[src/hdl/adll_pkg.sv]
// Package: shared types, widths and codes for the array doubly linked list.
`default_nettype none
package adll_pkg;

  localparam int CAPACITY  = 128;
  localparam int NAME_BITS = 32;
  localparam int IDX_W     = $clog2(CAPACITY);
  localparam int LINK_W    = $clog2(CAPACITY + 1);
  localparam int CNT_W     = $clog2(CAPACITY + 1);
  localparam int GRP_W     = 8;
  localparam int GRP_IDX_W = $clog2(GRP_W);
  localparam int NUM_GRP   = (CAPACITY + GRP_W - 1) / GRP_W;

  typedef logic [IDX_W-1:0]     idx_t;
  typedef logic [LINK_W-1:0]    link_t;
  typedef logic [CNT_W-1:0]     cnt_t;
  typedef logic [NAME_BITS-1:0] name_t;

  localparam link_t NIL = link_t'(CAPACITY);

  // operation codes
  localparam logic [3:0] MODE_CLEAR   = 4'd0;
  localparam logic [3:0] MODE_ADD_FST = 4'd1;
  localparam logic [3:0] MODE_ADD_AFT = 4'd2;
  localparam logic [3:0] MODE_ADD_LST = 4'd3;
  localparam logic [3:0] MODE_DEL_FST = 4'd4;
  localparam logic [3:0] MODE_DEL_AFT = 4'd5;
  localparam logic [3:0] MODE_DEL_LST = 4'd6;
  localparam logic [3:0] MODE_DEL_ALL = 4'd7;
  localparam logic [3:0] MODE_CHECK   = 4'd8;

  // result status codes
  localparam logic [2:0] STS_OK      = 3'd0;
  localparam logic [2:0] STS_FULL    = 3'd1;
  localparam logic [2:0] STS_EMPTY   = 3'd2;
  localparam logic [2:0] STS_NO_NEXT = 3'd3;
  localparam logic [2:0] STS_BAD_POS = 3'd4;

  // datapath micro-operations
  localparam logic [3:0] OP_IDLE     = 4'd0;
  localparam logic [3:0] OP_LOAD     = 4'd1;
  localparam logic [3:0] OP_DECIDE   = 4'd2;
  localparam logic [3:0] OP_INS_LINK = 4'd3;
  localparam logic [3:0] OP_INS_FIX  = 4'd4;
  localparam logic [3:0] OP_DEL_RDA  = 4'd5;
  localparam logic [3:0] OP_UNLINK   = 4'd6;
  localparam logic [3:0] OP_CK_A     = 4'd7;
  localparam logic [3:0] OP_CK_B     = 4'd8;
  localparam logic [3:0] OP_CK_C     = 4'd9;
  localparam logic [3:0] OP_DONE     = 4'd10;

  // operation classes
  localparam logic [1:0] KIND_INS    = 2'd0;
  localparam logic [1:0] KIND_DEL    = 2'd1;
  localparam logic [1:0] KIND_DELAFT = 2'd2;
  localparam logic [1:0] KIND_CHK    = 2'd3;

  typedef struct packed {
    logic [3:0]  mode;
    logic [6:0]  position;
    logic [31:0] name_value;
    logic [7:0]  check_length;
  } req_t;

  typedef struct packed {
    logic [2:0] status;
    logic [6:0] slot;
    logic [7:0] element_count;
    logic [6:0] mismatch_position;
  } rsp_t;

  typedef struct packed {
    logic [3:0] op;
  } cmd_t;

  typedef struct packed {
    logic [1:0] kind;
    logic       early;
    logic       s_nil;
    logic       ck_stop;
    logic       out_free;
  } sts_t;

endpackage
`default_nettype wire

[src/hdl/adll_ctrl.sv]
// Controller: sequences the micro-operations of one list operation.
`default_nettype none
module adll_ctrl (
  input  wire logic          clk,
  input  wire logic          rst,
  input  wire logic          req_valid,
  output logic               req_stall,
  input  wire adll_pkg::sts_t sts,
  output adll_pkg::cmd_t     cmd
);

  localparam logic [3:0] S_IDLE     = 4'd0;
  localparam logic [3:0] S_DECIDE   = 4'd1;
  localparam logic [3:0] S_INS_LINK = 4'd2;
  localparam logic [3:0] S_INS_FIX  = 4'd3;
  localparam logic [3:0] S_DEL_RDA  = 4'd4;
  localparam logic [3:0] S_UNLINK   = 4'd5;
  localparam logic [3:0] S_CK_A     = 4'd6;
  localparam logic [3:0] S_CK_B     = 4'd7;
  localparam logic [3:0] S_CK_C     = 4'd8;
  localparam logic [3:0] S_DONE     = 4'd9;

  logic [3:0] state, state_next;

  assign req_stall = (state != S_IDLE);

  always_comb begin
    state_next = state;
    cmd.op     = adll_pkg::OP_IDLE;
    case (state)
      S_IDLE: begin
        if (req_valid) begin
          cmd.op     = adll_pkg::OP_LOAD;
          state_next = S_DECIDE;
        end
      end
      S_DECIDE: begin
        cmd.op = adll_pkg::OP_DECIDE;
        if (sts.early) begin
          state_next = S_DONE;
        end else begin
          case (sts.kind)
            adll_pkg::KIND_INS:    state_next = S_INS_LINK;
            adll_pkg::KIND_DEL:    state_next = S_UNLINK;
            adll_pkg::KIND_DELAFT: state_next = S_DEL_RDA;
            default:               state_next = S_CK_A;
          endcase
        end
      end
      S_INS_LINK: begin
        cmd.op     = adll_pkg::OP_INS_LINK;
        state_next = S_INS_FIX;
      end
      S_INS_FIX: begin
        cmd.op     = adll_pkg::OP_INS_FIX;
        state_next = S_DONE;
      end
      S_DEL_RDA: begin
        cmd.op     = adll_pkg::OP_DEL_RDA;
        state_next = sts.s_nil ? S_DONE : S_UNLINK;
      end
      S_UNLINK: begin
        cmd.op     = adll_pkg::OP_UNLINK;
        state_next = S_DONE;
      end
      S_CK_A: begin
        cmd.op     = adll_pkg::OP_CK_A;
        state_next = S_CK_B;
      end
      S_CK_B: begin
        cmd.op     = adll_pkg::OP_CK_B;
        state_next = S_CK_C;
      end
      S_CK_C: begin
        cmd.op     = adll_pkg::OP_CK_C;
        state_next = sts.ck_stop ? S_DONE : S_CK_A;
      end
      S_DONE: begin
        cmd.op = adll_pkg::OP_DONE;
        if (sts.out_free) begin
          state_next = S_IDLE;
        end
      end
      default: state_next = S_IDLE;
    endcase
  end

  always_ff @(posedge clk) begin
    if (rst) begin
      state <= S_IDLE;
    end else begin
      state <= state_next;
    end
  end

endmodule
`default_nettype wire

[config.mk]
export PLATFORM = sky130hd
export DESIGN_NAME = adll_ctrl
export DESIGN_NICKNAME = d
export VERILOG_FILES = /design/src/hdl/adll_pkg.sv /design/src/hdl/adll_ctrl.sv
export SDC_FILE = /design/constraint.sdc
export NUM_CORES = 1
export LEC_CHECK = 0
export BUFFER_PORTS_ARGS = -buffer_cell sky130_fd_sc_hd__buf_4
export CAP_MARGIN = 10
export CORE_AREA = 4 4 41 43
export DETAILED_ROUTE_END_ITERATION = 10
export DIE_AREA = 0 0 45 47
export PLACE_DENSITY = 0.56
export SLEW_MARGIN = 30
export SYNTH_ARGS = -nofsm -noshare
export SYNTH_HDL_FRONTEND = slang
export SYNTH_SLANG_ARGS = --single-unit
[constraint.sdc]
create_clock -name clk -period 1.7 [get_ports clk]
set_clock_uncertainty 0.1 [all_clocks]
set_input_delay 0.255 -clock clk [delete_from_list [all_inputs] [get_ports clk]]
set_output_delay 0.255 -clock clk [all_outputs]
set_load 0.005 [all_outputs]
---- Word level (Yosys, flattened, before mapping) ----
Cells that the tools add are included.
W data, S select, Z words.
cells by class
  eq/ne operators ......................... 13
  mux-type cells .......................... 9
  reduce and logical (&&, ||, !) cells .... 5
operators by type and width
  kind                  count
  $pmux W4 S10          1
  $pmux W4 S9           1
  $mux W4               5
  $eq A4 B3 Y1 const B  4
  $pmux W3 S3           1
  $eq A4 B2 Y1 const B  2
  $eq A4 B4 Y1 const B  2
  $eq A4 B1 Y1 const B  1
  $logic_not A4 Y1      1
  $ne A2 B2 Y1 const B  2
  $reduce_bool A4 Y1    1
  $eq A2 B1 Y1 const B  1
  $eq A2 B2 Y1 const B  1
  $logic_not A2 Y1      1
  $reduce_and A2 Y1     1
  $reduce_or A2 Y1      1
  $mux W1               1
storage, ports and cells
  register bits after elaboration ......... 4

---- Logic depth before layout (Yosys ltp) ----
Gate-level depths: netlist (run 1).
  depth in word-level cells ............... 4
  depth in mapped cells ................... 5
  depth with buffers taken out ............ 5

---- Worst setup path before layout (run 1) ----
Ideal clock, no wire load.
  kind .................................... reg-to-reg
  from .................................... register state[3]
  to ...................................... register state[0]
  library setup time ...................... 86 ps
  data arrival time ....................... 1231 ps
  required time ........................... 1514 ps
  path slack .............................. 282 ps
  stages on the path, launching flop included .. 5
  path buffers ............................ 0
  cells stage by stage .................... dfxtp_1 inv_1 or4_4 o21a_1 a221oi_2
between the ends
  cells in the longest elaborated chain, start to end .. 3
RTL lines
  element                                                            RTL line         text
  start, declared                                                    adll_ctrl.sv:23  logic [3:0] state, state_next;
  start signal, assigned                                             adll_ctrl.sv:92  state <= state_next;
  $eq A4 B3 Y1, or another cell as far along                         adll_ctrl.sv:30  case (state)
  $reduce_or A2 Y1 (no source line) or $ne A2 B2 Y1 (tied branches)  --
  $pmux W4 S9 or $reduce_and A2 Y1 (tied branches)                   --
Parallel ways exist; a longest one is shown, timed or not.
A chain may end at the register's enable or synchronous reset.

==> results.txt, run 1 <==
Yosys mapped the design onto 30 distinct sky130hd cell types. The worst ir drop on vdd came out at 0.735 mV. The design draws 898 µW. The number of enable-type register cells in the synthesized netlist is 0. In the final routing, the length of wire on met1 measures 448 µm. For this run, the detailed router's first-pass iteration total came to 3.

TritonCTS built the clock tree. No sink is reached through more buffers than the 2 on the longest clock path. The routed layout has 417 vias. The Yosys step of the flow raised 0 warnings. The detail route stage leaves a number of antenna-violating nets equal to 0. The HPWL after detailed placement is 779 µm.

The layout cell share with drive strength beyond 1 is 42.0%, and the area of the die is 2120 µm². The largest registers in the layout are state x4. STA classifies the critical path endpoint as a primary output. Dividing the detail-routed via count by the number of cells gives 4.96. The number of buffers inserted for hold repair after clock tree synthesis is 0, and the synthesized instance count is 53. After synthesis the netlist holds a flip-flop and latch count of 4. The sum of met3 wire segment lengths after detailed routing was 61 µm; the clock latency at the later pin of the worst-skew pair was 230 ps. The worst path in the final design needs a cycle of 1630 ps, including I/O delays and setup. Buffers inserted during clock tree synthesis total 3. Of the synthesized area, sequential elements account for 19.8%. The filler cells instantiated in the layout total 151. The number of global-route vias before repair was 385; the site row count was 13.

The worst pin sits at a relative slew slack of 79.1%. The power density of the placed cells works out to 1590 nW/µm². Starting DRC count in detailed routing: 6. In this run the worst hold path is classified as in2reg.

Summed over all layers, the global routing overflow is 0. The chip width was 45 µm. The mapped netlist covers 405 µm². The placeable core region was 1300 µm². The startpoint type of the worst setup path was a register. The number of nets produced by synthesis is 64. In the detailed route, the total length drawn on met2 is 431 µm.

Global routing consumed, over all layers together, 10.6% of the routing resources. The number of hold violations in the final report was 0; the initial standard-cell utilization of the core was 31.2%. The total number of H-tree levels is 1, and the mean cell area of the mapped netlist is 7.65 µm². The data required time of the critical path was 1340 ps; the count of input and output buffers was 13. The tool flagged a number of max-cap violations equal to 0.

The flow ran to the end, and the final reports show no timing, DRC or antenna violations. Number of top-level pins: 14. Maximum number of pins on one net before global-route repair: 12. On the final layout, the worst hold slack is 102 ps.

The portion of the clock cycle consumed by the worst path in the final layout works out to 95.9%. Setup repair after global routing could not meet its margin everywhere. The async set or reset register ratio after synthesis is 0%.

0 antenna diodes ended up in the layout. Post-synthesis to final-layout area growth: 39.5%. In this run the clock root is driven by a sky130_fd_sc_hd__clkbuf_4. The maximum frequency from static timing analysis was 613 MHz; the routed wire length per instance was 11.4 µm.

STA puts the critical path data arrival time at 1280 ps. After detailed routing, the number of remaining DRC violations is 0. The register containing the most flip-flops in the final layout is state. After detailed routing, no signal wire sits above met4.

The floorplan die height came out at 47 µm. The register with the most flip-flops in the layout has 4 of them. For this design the static power due to leakage is 0.240 nW. In this run the worst path has a maximum fanout of 7. The setup-violating endpoint count in the final report is 0. The post-CTS setup buffer count is 0, and the final count of pins violating max slew is 0. The total number of clock tree sinks was 4; the slew at the pin closest to its max-slew limit was 310 ps.

The predominant post-synthesis flop cell is sky130_fd_sc_hd__dfxtp_1. The aggregate routed wire length was 957 µm. The worst setup path is of the reg2out kind.

At the end of routability-driven placement, the weighted congestion stood at 0.763. For this run, the post-layout net count is 82. Clock transition at the register clock pins on the worst setup and hold paths after CTS: 40 ps. The initial antenna violation count came out at 0.

The first global-routing pass estimated 1640 µm of wire.
## layout by cell type, fill, tap and decap left out
cell,count
sky130_fd_sc_hd__dfxtp_1,1
sky130_fd_sc_hd__a211oi_1,1
sky130_fd_sc_hd__o211ai_1,1
sky130_fd_sc_hd__o22ai_2,1
sky130_fd_sc_hd__or4b_4,1
sky130_fd_sc_hd__nand2b_1,3
sky130_fd_sc_hd__or4_4,1
sky130_fd_sc_hd__dfxtp_2,3
sky130_fd_sc_hd__a221oi_2,1
sky130_fd_sc_hd__buf_4,17
sky130_fd_sc_hd__o31ai_1,1
sky130_fd_sc_hd__a21o_1,1
sky130_fd_sc_hd__nor3_1,2
sky130_fd_sc_hd__xor2_1,1
sky130_fd_sc_hd__o21ai_0,1
sky130_fd_sc_hd__mux2_1,1
sky130_fd_sc_hd__o21a_1,2
sky130_fd_sc_hd__a31oi_1,2
sky130_fd_sc_hd__clkbuf_4,3
sky130_fd_sc_hd__inv_1,3
sky130_fd_sc_hd__nor4bb_1,1
sky130_fd_sc_hd__nor4_1,1
sky130_fd_sc_hd__a21oi_2,1
sky130_fd_sc_hd__a21oi_1,1
sky130_fd_sc_hd__and2_1,1
sky130_fd_sc_hd__nor2_4,1
sky130_fd_sc_hd__nand2_1,4
sky130_fd_sc_hd__nor2_1,7
sky130_fd_sc_hd__a21boi_0,1
sky130_fd_sc_hd__ha_1,2
sky130_fd_sc_hd__nand3b_1,1
sky130_fd_sc_hd__nor4b_1,1
## cells in the mapped netlist, types with 2 or more instances
master,instances,area (µm²)
sky130_fd_sc_hd__a31oi_1,2,12.5
sky130_fd_sc_hd__buf_2,3,15.0
sky130_fd_sc_hd__dfxtp_1,4,80.1
sky130_fd_sc_hd__ha_1,2,25.0
sky130_fd_sc_hd__inv_1,3,11.3
sky130_fd_sc_hd__nand2_1,4,15.0
sky130_fd_sc_hd__nand2b_1,3,18.8
sky130_fd_sc_hd__nor2_1,8,30.0
sky130_fd_sc_hd__nor3_1,2,10.0
sky130_fd_sc_hd__o21a_1,2,15.0
## cell families after synthesis
group           after synthesis  synth area share [%]
mux                           1                  2.78
compound gates               14                  25.9
simple gates                 24                  34.0
buf+inv                       7                  9.26
fa+ha+maj                     2                  6.17
xor+xnor                      1                  2.16
flops                         4                  19.8
## layer usage
metal / up-vias / global-route usage, %
met5: - / 0
met4: 0 / 3.51
met3: 2 / 4.60
met2: 12 / 16.1
met1: 180 / 13.4
li1: 223 / -
## path summary, 6_finish.rpt
path	from	endpoint	slack, ps	depth (start not counted)
hold reg to reg	state[3]$_SDFFE_PP0P_	state[0]$_SDFFE_PP0P_	490	2
setup reg to reg	state[1]$_SDFFE_PP0P_	state[0]$_SDFFE_PP0P_	130	4
hold / removal	rst	state[0]$_SDFFE_PP0P_	100	2
setup / recovery	state[0]$_SDFFE_PP0P_	cmd[1]	70	5
## stage by stage
step                      setup slack (ps)  area [µm²]  TNS, ps  std cells  util (%)
final                                 69.8         566        0         84      43.5
after global routing                 -3.71         566    -3.71         84      43.5
after CTS                             2.01         551        0         84      42.3
after detailed placement               140         526        0         81      40.4
after global placement                 167         526        0         81      40.4
after floorplan                        282         405        0         53         -
## critical path: stages, from the launching register on
cell and delay [ps]:
sky130_fd_sc_hd__dfxtp_2 340, sky130_fd_sc_hd__buf_4 150, sky130_fd_sc_hd__nand2b_1 140, sky130_fd_sc_hd__and2_1 160, sky130_fd_sc_hd__o22ai_2 120, sky130_fd_sc_hd__buf_4 130
## cell type report
cell class / instances / area [µm²] / area share (%)
multi-input cells: 42 / 302 / 53.3
repair buffers: 17 / 128 / 22.6
flip-flops and latches: 4 / 83.8 / 14.8
clock buffers: 3 / 22.5 / 3.98
well taps: 15 / 18.8 / 3.32
inverters: 3 / 11.3 / 1.99
## report_power, final
part           internal (mW)  switching (mW)
combinational          0.326           0.259
clock                 0.0787          0.0360
sequential             0.135          0.0640
total                  0.540           0.359
## repair_timing
action,CTS,global route
cloned,0,0
endpoints found under the hold margin,0,0
gates resized for setup,2,4
setup endpoints to repair,1,2
No activity file was read; power rests on OpenSTA's default activity.
==> inputs of run 2 (changes only) <==
--- a/config.mk
+++ b/config.mk
@@ -10,7 +10,9 @@
 export CORE_AREA = 4 4 41 43
 export DETAILED_ROUTE_END_ITERATION = 10
 export DIE_AREA = 0 0 45 47
+export MAX_ROUTING_LAYER = met4
 export PLACE_DENSITY = 0.56
+export REMOVE_ABC_BUFFERS = 1
 export SLEW_MARGIN = 30
 export SYNTH_ARGS = -nofsm -noshare
 export SYNTH_HDL_FRONTEND = slang
==> constraint.sdc (replaced) <==
create_clock -name clk -period 2.05 [get_ports clk]
set_clock_uncertainty 0.1 [all_clocks]
set_input_delay 0.3075 -clock clk [delete_from_list [all_inputs] [get_ports clk]]
set_output_delay 0.3075 -clock clk [all_outputs]
set_load 0.005 [all_outputs]
==> run 2 against run 1 <==
  * Combinational power fell by 22%
  * Die area did not move
  * Via count rose by 1.9%
  * Worst hold slack improved by 49 ps
  * Critical path depth fell by 1
  * Sequential power fell by 27%
  * Sequential share of layout area rose by 0.20 points
  * Clock power fell by 8%
  * Flip-flop and latch count did not move
  * Critical path type unchanged
==> results.txt, run 2 (synthesis gave the netlist of run 1 again) <==
The number of inserted diodes is 0 (unchanged), and the final RePlAce weighted congestion is 0.798 (was 0.763). The via count of the routed design came out at 425 (was 417). The run gives 1640 ps (was 1340 ps) as the data required time of the critical path. Leading registers by flop count: state x4 (unchanged).

Post-synthesis to final-layout area growth: 31.5% (was 39.5%). The clock latency at the later pin of the worst-skew pair is 250 ps (was 230 ps). The flow ran to the end, and the final reports show no timing, DRC or antenna violations.

The tools report the kind of end point of the critical path as a primary output (unchanged). The tools report the post-route DRC violation count as 0 (unchanged). The setup TNS after final layout is 0 ps (unchanged).

The run gives 31.2% (unchanged) as the initial standard-cell utilization of the core. The tools report the placeable core region as 1300 µm² (unchanged). The tools report the static leakage as 0.223 nW (was 0.240 nW).

The count of input and output buffers came out at 13 (unchanged). For the number of standard cells in the final layout excluding fillers, the log shows 82 (was 84). The path type of the worst setup path is reg2out (unchanged). The area of the die is 2120 µm² (unchanged).

Reported max-cap violation count: 0 (unchanged). The largest fanout on the critical path is 11 (was 7), and the chip width is 45 µm (unchanged). The minimum hold slack is 151 ps (was 102 ps). The run gives 568 MHz as the maximum frequency from static timing analysis. Slew at the pin closest to its max-slew limit: 395 ps (was 310 ps).

The run gives 0 (unchanged) as the number of hold violations in the final report. The total routing resource utilization after global routing came out at 10.7% (was 10.6%). Commonest cells after routing, fill and taps aside: sky130_fd_sc_hd__buf_4 (15), sky130_fd_sc_hd__nor2_1 (8), sky130_fd_sc_hd__nand2_1 (4), sky130_fd_sc_hd__dfxtp_1 (4) (was sky130_fd_sc_hd__buf_4 (17), sky130_fd_sc_hd__nor2_1 (7), sky130_fd_sc_hd__nand2_1 (4)). TritonCTS built the clock tree.

The routed wire length per instance came out at 12.2 µm (was 11.4 µm). For the max-slew headroom at the worst pin, the log shows 73.6% (was 79.1%). The aggregate routed wire length is 997 µm (was 957 µm).

Commonest non-fill, non-tap cell in the layout: sky130_fd_sc_hd__buf_4 (unchanged). The tools report the startpoint type of the worst setup path as a register (unchanged). Worst min-delay path class: in2reg (unchanged).

The tools report the cell at the root of the clock tree as sky130_fd_sc_hd__clkbuf_4 (unchanged). The power density of the placed cells was 1330 nW/µm² (was 1590 nW/µm²). The flip-flop count of the largest register, all copies and words added works out to 4 (unchanged). The final total power came out at 707 µW (was 898 µW). The run gives 2 (was 3) as the number of search-and-repair iterations in the first detailed-routing pass. For the number of buffers inserted for hold repair after clock tree synthesis, the log shows 0 (unchanged). The logs give 1 (unchanged) for the total number of H-tree levels and 13 (unchanged) for the site row count.

The placed wire-length estimate after detailed placement was 769 µm (was 779 µm); the portion of the clock cycle consumed by the worst path in the final layout was 85.9%. The tools report the cell total after placement as 79 (was 81). For the maximum number of pins on one net before global-route repair, the log shows 12 (unchanged). The run gives 3 (was 6) as the starting DRC count in detailed routing. The total number of clock tree sinks is 4 (unchanged). The clock transition at the register clock pins on the worst setup and hold paths after CTS came out at 50 ps (was 40 ps).

The run gives 289 ps (was 69.8 ps) as the final critical-path setup slack. The total congestion overflow came out at 0 (unchanged). For the initial antenna violation count, the log shows 0 (unchanged).

The worst ir drop on vdd was 0.526 mV (was 0.735 mV); the detail-routed via count per cell was 5.18 (was 4.96). The minimum setup slack after placement came out at 437 ps (was 140 ps). The number of top-level pins came out at 14 (unchanged).

The final count of pins violating max slew is 0 (unchanged), and the final critical-path required period is 1760 ps. The logs give 360 (was 385) for the number of global-route vias before repair and 1350 ps (was 1280 ps) for the worst path arrival time. The floorplan die height works out to 47 µm (unchanged). Setup repair after global routing left no endpoint under its margin.

The logs give 80 (was 82) for the final-stage net count and 0 (unchanged) for the number of nets with antenna violations after routing. The register containing the most flip-flops in the final layout is state (unchanged). The number of buffers added by the clock tree synthesis step is 3 (unchanged), and the first-pass GRT wire length is 1540 µm (was 1640 µm).

The layout cell share with drive strength beyond 1 works out to 32.8% (was 42.0%). Setup-violating endpoint count in the final report: 0 (unchanged). The number of cells upsized or downsized after cts came out at 0 (was 2). The post-CTS setup buffer count came out at 0 (unchanged). The number of buffers between clock root and the deepest sink came out at 2 (unchanged).
## run 2: worst paths after layout
kind	start	to	slack, ps	depth (start not counted)
worst max-delay path	state[1]$_SDFFE_PP0P_	cmd[1]	290	4
worst min-delay path	rst	state[1]$_SDFFE_PP0P_	150	2
worst max register to register	state[1]$_SDFFE_PP0P_	state[0]$_SDFFE_PP0P_	420	4
worst min register to register	state[3]$_SDFFE_PP0P_	state[0]$_SDFFE_PP0P_	580	3
## run 2: cell type report
| type | count | area [µm²] |
|---|---|---|
| clock buffers | 3 | 22.5 |
| fillers | 145 | 768 |
| inverters | 3 | 11.3 |
| multi-input cells | 42 | 288 |
| flip-flops and latches | 4 | 80.1 |
| well taps | 15 | 18.8 |
| repair buffers | 15 | 113 |
## run 2: through the flow
step,cell area (µm²),utilization [%]
finish,533,41.0
global route,533,41.0
CTS,533,41.0
detailed placement,510,39.2
global placement,510,39.2
floorplan,379,-
## run 2: power by group
group | total, mW | internal, mW | switching (mW)
sequential | 0.145 | 0.106 | 0.0384
clock | 0.106 | 0.0660 | 0.0399
combinational | 0.456 | 0.239 | 0.217
total | 0.707 | 0.412 | 0.295
## run 2: critical path, stage by stage, from the launching register on
cell                       delay, ps
sky130_fd_sc_hd__dfxtp_1         500
sky130_fd_sc_hd__nand2b_1        240
sky130_fd_sc_hd__and2_1          150
sky130_fd_sc_hd__o22ai_1          70
sky130_fd_sc_hd__buf_4           150
## run 2: metal layers
metal,vias to the layer above,track usage [%],wire length (µm)
met5,-,-,0
met4,0,7.02,24
met3,2,2.30,43
met2,11,15.0,434
met1,194,13.7,495
li1,218,-,-
==> inputs of run 3 (changes only) <==
--- a/config.mk
+++ b/config.mk
@@ -12,6 +12,7 @@
 export DIE_AREA = 0 0 45 47
 export MAX_ROUTING_LAYER = met4
 export PLACE_DENSITY = 0.56
+export RECOVER_POWER = 50
 export REMOVE_ABC_BUFFERS = 1
 export SLEW_MARGIN = 30
 export SYNTH_ARGS = -nofsm -noshare
==> run 3 against run 2 <==
  * Fmax grew 1.1%
  * Highest routed layer unchanged
  * Sequential power is essentially flat
  * Largest power group unchanged
  * Worst setup slack gained 20 ps
  * Count of clock-buffer cells in the layout is the same
  * Clock power is essentially flat
  * Global-route usage is the same
  * Combinational power shrank 2%
  * Non-clock buffer count is the same
  * Flip-flop and latch count is the same
  * Sequential share of layout area grew 0.32 points
==> results.txt, run 3 (synthesis gave the netlist of run 1 again) <==
The tools report the first element of the critical path as state[1]$_SDFFE_PP0P_ (unchanged). The slew at the pin closest to its max-slew limit is 341 ps (was 395 ps). The final count of pins violating max slew is 0 (unchanged). Register containing the most flip-flops in the final layout: state (unchanged). The number of buffers inserted for hold repair after clock tree synthesis was 0 (unchanged); the post-route DRC violation count was 0 (unchanged). The worst path arrival time came out at 1330 ps (was 1350 ps).

Setup repair after global routing left no endpoint under its margin. The power density of the placed cells was 1330 nW/µm² (about the same). The minimum hold slack was 154 ps (was 151 ps); the site row count was 13 (unchanged).

The number of global-route vias before repair came out at 360 (unchanged). The post-CTS setup buffer count was 0 (unchanged). The clock share of power came out at 15.1% (was 15.0%). Commonest cells after routing, fill and taps aside: sky130_fd_sc_hd__buf_4 (15), sky130_fd_sc_hd__nor2_1 (8), sky130_fd_sc_hd__nand2_1 (4), sky130_fd_sc_hd__dfxtp_1 (4) (unchanged). The layout cell share with drive strength beyond 1 was 29.9% (was 32.8%). The number of cells upsized or downsized after cts was 0 (unchanged); the proportion of total power due to net switching was 41.2% (was 41.8%).

TritonCTS built the clock tree. The chip width is 45 µm (unchanged). Path type of the worst setup path: reg2out (unchanged). The number of inserted diodes is 0 (unchanged), and the routed wire length per instance is 11.9 µm (was 12.2 µm). Startpoint of the lowest-slack hold path: rst (unchanged).

The data required time of the critical path was 1640 ps (about the same); the maximum frequency from static timing analysis was 574 MHz (was 568 MHz). Total congestion overflow: 0 (unchanged). For the final-stage net count, the log shows 80 (unchanged).

The final critical-path required period works out to 1740 ps (was 1760 ps). The run gives 972 µm (was 997 µm) as the aggregate routed wire length. The flow ran to the end, and the final reports show no timing, DRC or antenna violations. The net load switching power is 286 µW (was 295 µW), and the clock transition at the register clock pins on the worst setup and hold paths after CTS is 40 ps (was 50 ps). The tools report the startpoint type of the worst setup path as a register (unchanged).

The starting DRC count in detailed routing came out at 11 (was 3). The worst hold path depth came out at 2 (unchanged). For the number of hold violations in the final report, the log shows 0 (unchanged). The tools report the number of top-level pins as 14 (unchanged). The tools report the maximum number of pins on one net before global-route repair as 12 (unchanged). The run gives 4 (was 2) as the number of search-and-repair iterations in the first detailed-routing pass.

The run gives 0 (unchanged) as the setup-violating endpoint count in the final report. The first-pass GRT wire length is 1540 µm (unchanged), and the sequential share of power is 20.5% (about the same). The run gives 0 (unchanged) as the number of nets with antenna violations after routing. The commonest non-fill, non-tap cell in the layout is sky130_fd_sc_hd__buf_4 (unchanged). The tools report the initial standard-cell utilization of the core as 31.2% (unchanged). Total number of H-tree levels: 1 (unchanged). Detail-routed via count per cell: 5.15 (was 5.18). The flip-flop count of the largest register, all copies and words added is 4 (unchanged), and the worst ir drop on vdd is 0.520 mV (was 0.526 mV). The start of the worst register-to-register path was state[2]$_SDFFE_PP0P_ (was state[1]$_SDFFE_PP0P_). The floorplan die height works out to 47 µm (unchanged). For the clock latency at the later pin of the worst-skew pair, the log shows 240 ps (was 250 ps). For the combinational share of power, the log shows 64.4% (was 64.6%). Initial antenna violation count: 0 (unchanged). The count of input and output buffers works out to 13 (unchanged).

The worst min-delay path class was in2reg (unchanged). The post-synthesis to final-layout area growth works out to 28.7% (was 31.5%). Placeable core region: 1300 µm² (unchanged). The logs give 0.220 nW (was 0.223 nW) for the static leakage and 407 µW (was 412 µW) for the internal power.

The run gives 0.798 (unchanged) as the final RePlAce weighted congestion. The run gives 769 µm (unchanged) as the placed wire-length estimate after detailed placement. Number of buffers between clock root and the deepest sink: 2 (unchanged). The total number of clock tree sinks came out at 4 (unchanged). The worst-case reg-to-reg path depth works out to 4 (unchanged). Setup TNS after final layout: 0 ps (unchanged). The portion of the clock cycle consumed by the worst path in the final layout is 85.0% (was 85.9%).

For the area of the die, the log shows 2120 µm² (unchanged). The max-slew headroom at the worst pin came out at 77.2% (was 73.6%). Leading registers by flop count: state x4 (unchanged). The tools report the number of buffers added by the clock tree synthesis step as 3 (unchanged). The logs give 0 (unchanged) for the reported max-cap violation count and 422 (was 425) for the via count of the routed design. The tools report the cell at the root of the clock tree as sky130_fd_sc_hd__clkbuf_4 (unchanged).

The total routing resource utilization after global routing was 10.7% (unchanged). The tools report the kind of end point of the critical path as a primary output (unchanged). The largest fanout on the critical path works out to 11 (unchanged).
==> run 3: path summary, 6_finish.rpt <==
check | end | slack [ps]
worst min register to register | state[0]$_SDFFE_PP0P_ | 610
worst max-delay path | cmd[1] | 310
worst max register to register | state[2]$_SDFFE_PP0P_ | 380
worst min-delay path | state[1]$_SDFFE_PP0P_ | 150
==> run 3: cell type report <==
type                            instances  area, µm²
Fill cell                             146        779
Multi-Input combinational cell         42        277
Timing Repair Buffer                   15        113
Sequential cell                         4       80.1
Clock buffer                            3       22.5
Tap cell                               15       18.8
Inverter                                3       11.3
==> run 3: worst max-delay path, cell delays in order, from the launching register on <==
cell and delay [ps]:
sky130_fd_sc_hd__dfxtp_1 490, sky130_fd_sc_hd__nand2b_1 230, sky130_fd_sc_hd__and2_1 150, sky130_fd_sc_hd__o22ai_1 70, sky130_fd_sc_hd__buf_4 150
==> run 3: power by group through the flow <==
stage / Sequential, mW / Clock [mW] / Combinational [mW]
after detailed placement: 0.145 / 0 / 0.458
after global routing: 0.148 / 0.114 / 0.492
after floorplan: 0.166 / 0 / 0.246
after CTS: 0.144 / 0.109 / 0.459
final: 0.142 / 0.105 / 0.446
after global placement: 0.145 / 0 / 0.458
==> run 3: metrics by stage <==
step	instance area [µm²]	setup slack, ps	total power, mW	std cells	utilization [%]
5_1_grt	522	198	0.754	82	40.1
6_report	522	308	0.693	82	40.1
2_1_floorplan	379	460	0.412	49	-
3_3_place_gp	510	466	0.602	79	39.2
4_1_cts	533	282	0.712	82	41.0
3_5_place_dp	510	437	0.603	79	39.2
==> run 3: layer usage <==
metal,vias to the layer above,GRT usage [%],wire length [µm]
met5,-,-,0
met4,0,7.02,24
met3,2,2.30,50
met2,15,15.0,436
met1,187,13.7,460
li1,218,-,-
